**config.mk**
```make
export PLATFORM = sky130hd
export DESIGN_NAME = lnpm_cell
export DESIGN_NICKNAME = d
export VERILOG_FILES = /design/src/rtl/labeled_nearest_point_matcher_top_assert.svh /design/src/rtl/lnpm_pkg.sv /design/src/rtl/lnpm_cell.sv
export SDC_FILE = /design/constraint.sdc
export NUM_CORES = 1
export LEC_CHECK = 0
export BUFFER_PORTS_ARGS = -buffer_cell sky130_fd_sc_hd__buf_2
export CORE_MARGIN = 4
export CORE_UTILIZATION = 45
export CTS_CLUSTER_DIAMETER = 60
export DETAILED_ROUTE_END_ITERATION = 8
export PLACE_DENSITY_LB_ADDON = 0.2
export SYNTH_ARGS = -nofsm -noshare
export SYNTH_HDL_FRONTEND = slang
export SYNTH_SLANG_ARGS = --single-unit
```
**constraint.sdc**
```tcl
create_clock -name i_clk -period 33.4 [get_ports i_clk]
set_input_delay 6.68 -clock i_clk [delete_from_list [all_inputs] [get_ports i_clk]]
set_output_delay 6.68 -clock i_clk [all_outputs]
set_load 0.01 [all_outputs]
```
**src/rtl/labeled_nearest_point_matcher_top_assert.svh**
```systemverilog
// ---------------------------------------------------------------------------
// Assertion macros for the labeled nearest point matcher
// Shorthands for clocked, reset-qualified concurrent assertions.
// ---------------------------------------------------------------------------
`ifndef LABELED_NEAREST_POINT_MATCHER_TOP_ASSERT_SVH
`define LABELED_NEAREST_POINT_MATCHER_TOP_ASSERT_SVH

// Same-cycle implication, checked while reset is released.
`define LNPM_ASSERT_NOW(lbl, clk, rstn, ante, cons) \
    lbl: assert property (@(posedge clk) disable iff (!(rstn)) (ante) |-> (cons)) \
        else $error("lnpm assertion failed");

// Next-cycle implication, checked while reset is released.
`define LNPM_ASSERT_NEXT(lbl, clk, rstn, ante, cons) \
    lbl: assert property (@(posedge clk) disable iff (!(rstn)) (ante) |=> (cons)) \
        else $error("lnpm assertion failed");

`endif

```
**src/rtl/lnpm_pkg.sv**
```systemverilog
// ---------------------------------------------------------------------------
// lnpm_pkg
// Sizes, the gate reset value and the search token type of the point matcher.
// ---------------------------------------------------------------------------
package lnpm_pkg;

    localparam int MAX_POINTS  = 64;
    localparam int COORD_BITS  = 16;
    localparam int IDX_W       = $clog2(MAX_POINTS);
    localparam int CNT_W       = IDX_W + 1;
    localparam int LABEL_W     = 2;
    localparam int REF_IDX_W   = 6;
    localparam int QIDX_W      = 6;
    localparam int DIST_W      = 32;
    localparam int SQ_W        = 2 * COORD_BITS;
    localparam int SUM_W       = (SQ_W + 1 > DIST_W + 1) ? SQ_W + 1 : DIST_W + 1;

    localparam logic [DIST_W-1:0] GATE_RESET = 32'd671089;

    // The search token that walks the cell row, carrying the best match so far.
    typedef struct packed {
        logic                  valid;
        logic [COORD_BITS-1:0] x;
        logic [COORD_BITS-1:0] y;
        logic [LABEL_W-1:0]    label;
        logic [QIDX_W-1:0]     qidx;
        logic                  hit;
        logic [DIST_W-1:0]     best;
        logic [IDX_W-1:0]      bidx;
    } t_tok;

endpackage

```
**src/rtl/lnpm_cell.sv**
```systemverilog
// ---------------------------------------------------------------------------
// lnpm_cell
// One reference point slot: holds a point and updates the passing token.
// ---------------------------------------------------------------------------
module lnpm_cell
    import lnpm_pkg::*;
(
    input  logic                  i_clk,
    input  logic                  i_rst_n,
    input  logic                  i_adv,
    input  logic                  i_wr_en,
    input  logic [COORD_BITS-1:0] i_wr_x,
    input  logic [COORD_BITS-1:0] i_wr_y,
    input  logic [LABEL_W-1:0]    i_wr_label,
    input  logic                  i_active,
    input  logic [IDX_W-1:0]      i_index,
    input  t_tok                  i_tok,
    output t_tok                  o_tok
);

    logic [COORD_BITS-1:0] r_px;
    logic [COORD_BITS-1:0] r_py;
    logic [LABEL_W-1:0]    r_plabel;

    t_tok                  r_a_tok;
    logic                  r_a_ok;
    logic [SQ_W-1:0]       r_sq_x;
    logic [SQ_W-1:0]       r_sq_y;
    t_tok                  r_b_tok;

    logic [COORD_BITS:0]   w_diff_x;
    logic [COORD_BITS:0]   w_diff_y;
    logic [COORD_BITS-1:0] w_abs_x;
    logic [COORD_BITS-1:0] w_abs_y;
    logic [SUM_W-1:0]      w_dist;
    logic                  w_better;
    t_tok                  n_b_tok;

    always_ff @(posedge i_clk) begin
        if (i_wr_en) begin
            r_px     <= i_wr_x;
            r_py     <= i_wr_y;
            r_plabel <= i_wr_label;
        end
    end

    // Signed difference in one extra bit; its magnitude always fits COORD_BITS.
    always_comb begin
        w_diff_x = {i_tok.x[COORD_BITS-1], i_tok.x} - {r_px[COORD_BITS-1], r_px};
        w_diff_y = {i_tok.y[COORD_BITS-1], i_tok.y} - {r_py[COORD_BITS-1], r_py};
        w_abs_x  = w_diff_x[COORD_BITS] ? COORD_BITS'(-w_diff_x)
                                        : w_diff_x[COORD_BITS-1:0];
        w_abs_y  = w_diff_y[COORD_BITS] ? COORD_BITS'(-w_diff_y)
                                        : w_diff_y[COORD_BITS-1:0];
    end

    always_ff @(posedge i_clk) begin
        if (!i_rst_n) begin
            r_a_tok.valid <= 1'b0;
        end else if (i_adv) begin
            r_a_tok.valid <= i_tok.valid;
        end
        if (i_adv) begin
            r_a_tok.x     <= i_tok.x;
            r_a_tok.y     <= i_tok.y;
            r_a_tok.label <= i_tok.label;
            r_a_tok.qidx  <= i_tok.qidx;
            r_a_tok.hit   <= i_tok.hit;
            r_a_tok.best  <= i_tok.best;
            r_a_tok.bidx  <= i_tok.bidx;
            r_a_ok        <= i_active && (i_tok.label == r_plabel);
            r_sq_x        <= SQ_W'(w_abs_x) * SQ_W'(w_abs_x);
            r_sq_y        <= SQ_W'(w_abs_y) * SQ_W'(w_abs_y);
        end
    end

    // Strict compare keeps the earliest index on equal distances.
    always_comb begin
        w_dist   = SUM_W'(r_sq_x) + SUM_W'(r_sq_y);
        w_better = r_a_ok && (w_dist < SUM_W'(r_a_tok.best));
        n_b_tok  = r_a_tok;
        if (w_better) begin
            n_b_tok.hit  = 1'b1;
            n_b_tok.best = DIST_W'(w_dist);
            n_b_tok.bidx = i_index;
        end
    end

    always_ff @(posedge i_clk) begin
        if (!i_rst_n) begin
            r_b_tok.valid <= 1'b0;
        end else if (i_adv) begin
            r_b_tok.valid <= n_b_tok.valid;
        end
        if (i_adv) begin
            r_b_tok.x     <= n_b_tok.x;
            r_b_tok.y     <= n_b_tok.y;
            r_b_tok.label <= n_b_tok.label;
            r_b_tok.qidx  <= n_b_tok.qidx;
            r_b_tok.hit   <= n_b_tok.hit;
            r_b_tok.best  <= n_b_tok.best;
            r_b_tok.bidx  <= n_b_tok.bidx;
        end
    end

    assign o_tok = r_b_tok;

endmodule

```
# Yosys cells after proc, flatten, opt, wreduce, memory -nomap -nowiden
# Cells that the tools add are included.
dict set report totals {
  register_bits 259
  latchBits 0
  ram_bits 0
  rom_bits 0
  in_bits 125
  output_inout_bits 80
  elab_cells 36
  mem_count 0
}
dict set report op_classes {
  n_addsub 5
  mul 2
  div 0
  magnitude_cmp 1
  eq_ne 1
  shifts 0
  mux 3
  bitwise 0
  reduce_logical 2
}
# cell n
set ops {}
lappend ops {{16-bit by 16-bit multiplier with 32-bit output} 2}
lappend ops {{38-bit two-way mux} 1}
lappend ops {{16-bit by 16-bit subtractor with 17-bit output} 2}
lappend ops {{32-bit by 32-bit adder with 33-bit output} 1}
lappend ops {{33-bit by 32-bit less-than comparator with 1-bit output} 1}
lappend ops {{16-bit two-way mux} 2}
lappend ops {{16-bit negator} 2}
lappend ops {{2-bit == test} 1}
lappend ops {{1-bit logical AND} 2}

# Longest topological paths before layout
# Gate-level depths: netlist of the first run.
dict set report depth {
  word_depth 4
  mapped_depth 41
  mapped_depth_nobuf 39
}

# Worst setup path after synthesis of the first run
# No wires, ideal clock.
dict set report synth_path {
  path_type {input port to flip-flop}
  from {in i_tok[47] in the netlist's numbering}
  to {reg r_sq_y[31] (data pin)}
  setup_time_ns 0.268
  t_arrival_ns 15.204
  required_time_ns 33.132
  path_slack_ns 17.928
  stages 36
  path_buffers 0
  path_cell_list {inv_1 -> ha_1 -> fa_1 -> nor2b_1 -> o221ai_1 -> a211oi_1 -> o21ai_1 -> o21bai_1 -> a31oi_1 -> a21oi_1 -> nor2_1 -> xor2_1 -> clkinv_1 -> nand2_1 -> inv_1 -> fa_1 -> inv_1 -> fa_1 -> inv_1 -> fa_1 -> inv_1 -> fa_1 -> fa_1 -> inv_1 -> fa_1 -> ha_1 -> nand3_1 -> nor2_1 -> a31oi_1 -> or4b_2 -> a31oi_1 -> o21a_1 -> o21ai_0 -> nand2b_1 -> a31oi_1 -> xnor3_1}
}
dict set report synth_via {
  elab_chain_len 4
}
# element line
set synth_lines {}
lappend synth_lines {{from (decl)} lnpm_cell.sv:17} ;# input t_tok i_tok,
lappend synth_lines {{16-bit by 16-bit subtractor with 17-bit output *} lnpm_cell.sv:50} ;# w_diff_y = {i_tok.y[COORD_BITS-1], i_tok.y} - {r_py[COORD_BITS-1], r_py};
lappend synth_lines {{16-bit negator} lnpm_cell.sv:53} ;# w_abs_y = w_diff_y[COORD_BITS] ? COORD_BITS'(-w_diff_y)
lappend synth_lines {{16-bit two-way mux *} lnpm_cell.sv:53}
lappend synth_lines {{16-bit by 16-bit multiplier with 32-bit output *} lnpm_cell.sv:73} ;# r_sq_y <= SQ_W'(w_abs_y) * SQ_W'(w_abs_y);
lappend synth_lines {{to (signal assigned)} lnpm_cell.sv:73}
lappend synth_lines {{to (decl)} lnpm_cell.sv:28} ;# logic [SQ_W-1:0] r_sq_y;
# Every way passes the cells marked *; elsewhere a longest branch is shown, timed or not.
# A chain may end at the register's enable or synchronous reset.

# Worst setup path in the final report of the first run
# Same ends and word-level chain as after synthesis.

==> impl_metrics.yaml, run 1 <==
route:
  via_per_inst: 5.09
  drcViolationCount: 0
  wirelength_mm: 58.2
  ant_nets: 0
  first_pass_iters: 6
  drt-wirelength-per-cell_um: 16.5
  vias: 17900
  drt_iter0_markers: 854
cts:
  clkLatencyLatePin_ps: 550
  cts-root-buf: "clkbuf_16"
  cts_buffer_depth: 3
  holdBufCountCts: 0
  tritoncts: "done"
  ctsResizeCount: 0
  htreeDepth: 2
  clk_pin_slew_ps: 60
  cts.sinks: 257
  post_cts_buffers: 0
  cts_buffers: 35
sta:
  rsz0062_at_grt: "false"
  max_freq_mhz: 60.0
  finalSetupViolations: 0
  finalCriticalPeriod_ps: 16680
  worst_pin_slew_ps: 1180
  finClkSkew_ps: 20.6
  maxSlewHeadroom_pct: 20.3
  final.period_utilization_pct: 49.9
  setup_ws_ps: 16720
  final.setup.tns_ps: 0
  maxSlewViolCount: 0
  final_hold_viol_count: 0
job:
  drv_cap: 0
global_routing:
  grt-ovfl-total: 0
  antenna_found_initial: 3
  grt_pass1_vias: 19100
  grt.total_usage_pct: 18.9
  grt_max_degree: 99
  grt_pass1_wl_mm: 96.3
setup_path:
  crit_path_frequent_cell: "fa_1"
  cp-end-kind: "register"
  worstPathRequired_ps: 33690
  cp_top_family: "adder cells"
  worst-path-buf-inv: 8
  crit_fanout: 9
  cp-start-kind: "input pin"
  slowest_delay_ps: 750
  path_class: "in -> reg"
  arrival_ps: 16970
  slowest_stage: "or4b_2"
worst_hold_path:
  hp-class: "reg -> reg"
place:
  place_hpwl_mm: 47.4
  place_ws_ps: 16290
  gp_congestion: 0.928
  portBuffers: 204
finish:
  final_util_pct: 51.0
  layout.nets: 3479
  multi_input_area_um2: 16500
  fillerInstances: 5365
  antennaDiodeCount: 0
  regArea_um2: 7700
  drive_gt1_share_pct: 12.9
  syn2layout_area_growth_pct: 11.8
floorplan:
  die_area_um2: 62700
  die_h_um: 250
  die_w_um: 250
  core-area_um2: 57900
  pin_count: 205
  rows: 88
  start_util_pct: 45.7
synth:
  synth_area_leaders: "edfxtp_1 29%, fa_1 25%, ha_1 14%"
  synth-edff-count: 255
  yosys.area.top_type: "edfxtp_1"
  syn_nets: 3252
  synth.cells.most_frequent: "547 x inv_1, 326 x fa_1, 291 x ha_1"
  synth-seq-cells: 257
  ys.warnings.count: 0
  synth_top_area_share_pct: 29.0
  synthCells: 2510
  yosysSeqAreaShare_pct: 29.1
  dominantRegCellSynth: "edfxtp_1"
  synth_area_um2: 26400
  ys_types: 84
  synth.most_common_cell: "inv_1"
  postSynthAreaPerCell_um2: 10.5
  synthArstFlopShare_pct: 0
outcome:
  status: "completed"
[layout make-up]
type | count | share of cell area [%]
clock buffers | 39 | 3.01
clock inverters | 23 | 0.707
inverters | 557 | 7.07
multi-input cells | 1662 | 55.9
flip-flops and latches | 257 | 26.0
well taps | 765 | 3.24
repair buffers | 224 | 4.00
[path summary, 6_finish.rpt]
path                     from    endpoint  slack (ps)  cells after the start
setup reg to reg      r_py[0]  r_sq_y[31]       22620                     35
hold / removal    n_b_tok[59]   o_tok[59]         420                      0
setup / recovery    i_tok[47]  r_sq_y[31]       16720                     37
hold reg to reg   n_b_tok[59]   o_tok[59]         420                      0
[through the flow]
| stage | instances | area (um2) | hold WS (ps) |
|---|---|---|---|
| floorplan | 2510 | 26400 | 400 |
| global placement | 3465 | 28500 | 401 |
| detailed placement | 3465 | 28500 | 405 |
| CTS | 3527 | 29600 | 416 |
| global route | 3527 | 29600 | 420 |
| finish | 3527 | 29600 | 415 |
[kinds of logic (layout without fill, tap and decap cells)]
| group | after synthesis | in the layout | synth area share, % |
|---|---|---|---|
| adder cells (fa/ha/maj) | 617 | 617 | 38.5 |
| buffers and inverters | 591 | 843 | 8.45 |
| AND/OR/NAND/NOR | 554 | 554 | 9.68 |
| AO/OA/AOI/OAI | 307 | 307 | 7.74 |
| flip-flops | 257 | 257 | 29.1 |
| XOR/XNOR | 143 | 143 | 4.84 |
| multiplexers | 41 | 41 | 1.73 |
[registers in the layout, indices dropped and copies added (netlist names)]
signal,flops
n_b_tok,41
o_tok,80
r_a_ok,1
r_a_tok,39
r_plabel,2
r_px,16
r_py,16
r_sq_x,31
r_sq_y,31
[per-layer routing]
metal | global-route usage [%] | vias to the layer above | part of all wire [%]
met2 | 30.2 | 479 | 46
met5 | 0 | - | 0.034
met4 | 5.33 | 4 | 2.9
li1 | - | 8611 | -
met1 | 25.9 | 8746 | 45
met3 | 4.49 | 103 | 6.7
[cells in the final DEF, fill, tap and decap left out, types with 14 or more instances in the layout]
cell | Yosys | layout
inv_1 | 547 | 547
fa_1 | 326 | 326
ha_1 | 291 | 291
edfxtp_1 | 255 | 255
buf_2 | 6 | 203
nor2_1 | 192 | 192
nand2_1 | 171 | 171
xnor2_1 | 95 | 94
a21oi_1 | 95 | 94
a21o_1 | 57 | 57
xor2_1 | 46 | 46
o21ai_0 | 43 | 43
mux2_2 | 38 | 38
clkbuf_16 | 0 | 35
nor3_1 | 29 | 29
nand3_1 | 28 | 28
nand2b_1 | 28 | 28
nor2b_1 | 22 | 22
buf_4 | 0 | 20
o21bai_1 | 16 | 16
and3_1 | 15 | 15
clkinv_1 | 8 | 14
Power of run 1 is left out: the tool's default activity adds up to more than one toggle a clock period on the data nets, which glitch-free logic cannot reach.
==> inputs of run 2 (changes only) <==
clock period = 16 ns   (was 33.4 ns; I/O delays follow)
==> run 2 against run 1 <==
  * Global-route usage is 0.20 points lower
  * Die area stayed put
  * Clock-buffer cell count is 4 lower
  * Hold slack worse by 1.2 ps
  * Sequential share of layout area is 0.10 points higher
  * Sequential cell count stayed put
  * Clock skew is 6.8 ps lower
  * Highest routed layer unchanged
==> impl_metrics.yaml, run 2 (synthesized netlist as in run 1, its figures left out) <==
global_routing:
  grt_pass1_vias: 18900
  grt-ovfl-total: 0
  grt_max_degree: 88
  grt.total_usage_pct: 18.7
  antenna_found_initial: 3
  grt_pass1_wl_mm: 95.8
setup_path:
  arrival_ps: 13480
  crit_start: "i_tok[47]"
  worst-path-buf-inv: 8
  cp-start-kind: "input pin"
  worstPathRequired_ps: 16320
  crit_path_frequent_cell: "fa_1"
  path_class: "in -> reg"
  slowest_delay_ps: 740
  cp-end-kind: "register"
  slowest_stage: "or4b_2"
  r2r_slack_ps: 5230
  worst-path-stages: 37
  r2r_end: "r_sq_y[31]"
  rr_worst_depth: 35
  crit_fanout: 9
  cp_top_family: "adder cells"
  reg2reg_from: "r_py[0]"
sta:
  finalSetupViolations: 0
  final_hold_viol_count: 0
  maxSlewHeadroom_pct: 20.5
  worst_pin_slew_ps: 1180
  finClkSkew_ps: 13.8
  final.period_utilization_pct: 82.2
  finalCriticalPeriod_ps: 13160
  maxSlewViolCount: 0
  max_freq_mhz: 76.0
  final.setup.tns_ps: 0
  rsz0062_at_grt: "false"
finish:
  antennaDiodeCount: 0
  syn2layout_area_growth_pct: 11.4
  layout_common_cells: "547 x inv_1, 326 x fa_1, 291 x ha_1, 255 x edfxtp_1, 203 x buf_2"
  layout.nets: 3474
  regArea_um2: 7700
  final_common_cell: "inv_1"
  largest_reg_flops: 80
  multi_input_area_um2: 16500
  fillerInstances: 5294
  drive_gt1_share_pct: 12.7
cts:
  clk_pin_slew_ps: 60
  holdBufCountCts: 0
  cts.sinks: 257
  cts_buffer_depth: 3
  tritoncts: "done"
  post_cts_buffers: 0
  ctsResizeCount: 0
  cts-root-buf: "clkbuf_16"
  clkLatencyLatePin_ps: 580
  cts_buffers: 31
  htreeDepth: 1
place:
  place_hpwl_mm: 47.6
  portBuffers: 204
  gp_congestion: 0.923
outcome:
  status: "completed"
floorplan:
  pin_count: 205
  core-area_um2: 57900
  die_h_um: 250
  rows: 88
  start_util_pct: 45.7
  die_area_um2: 62700
  die_w_um: 250
worst_hold_path:
  hold_path_depth: 0
  hp-start: "n_b_tok[75]"
  hp-class: "reg -> reg"
  min_to: "o_tok[75]"
route:
  drt-wirelength-per-cell_um: 16.5
  drt_iter0_markers: 946
  wirelength_mm: 57.9
  first_pass_iters: 5
  ant_nets: 0
  drcViolationCount: 0
  via_per_inst: 5.08
  vias: 17900
job:
  drv_cap: 0
run 2: per-layer routing:
layer	part of all wire, %	global-route usage, %
met2	46	30.5
met3	7.5	4.25
met5	0.012	0
met4	1.9	3.74
met1	44	25.9
run 2: worst reg2reg max path, delay by kind of cell, from the launching register on:
kind,cells,cell delay [ps]
adder cells (fa/ha/maj),9,4020
AO/OA/AOI/OAI,11,2360
AND/OR/NAND/NOR,7,1870
XOR/XNOR,2,1040
buffers and inverters,6,860
flip-flops,1,370
run 2: through the flow:
stage | util, % | hold WS [ps] | std cells | setup slack (ps) | instance area [um2]
4_1_cts | 50.8 | 411 | 3519 | 2870 | 29400
2_1_floorplan | - | 400 | 2510 | 4010 | 26400
3_5_place_dp | 49.1 | 405 | 3464 | 2260 | 28400
5_1_grt | 50.8 | 420 | 3519 | 2120 | 29400
6_report | 50.8 | 414 | 3519 | 2840 | 29400
3_3_place_gp | 49.1 | 401 | 3464 | 2470 | 28400
run 2: final cells by class:
class / instances / share of cell area, %
repair buffers: 223 / 3.99
flip-flops and latches: 257 / 26.1
clock buffers: 35 / 2.69
multi-input cells: 1662 / 56.1
clock inverters: 20 / 0.693
inverters: 557 / 7.10
well taps: 765 / 3.25
run 2: worst max-delay path by stage:
stage | slack, ps | end
final | 2840 | r_sq_y[31]
after CTS | 2870 | r_sq_y[31]
after global routing | 2120 | r_sq_y[31]
after floorplan | 4010 | r_sq_y[31]
after global placement | 2470 | r_sq_y[31]
after detailed placement | 2260 | r_sq_y[31]
Power of run 2 is left out for the same reason.
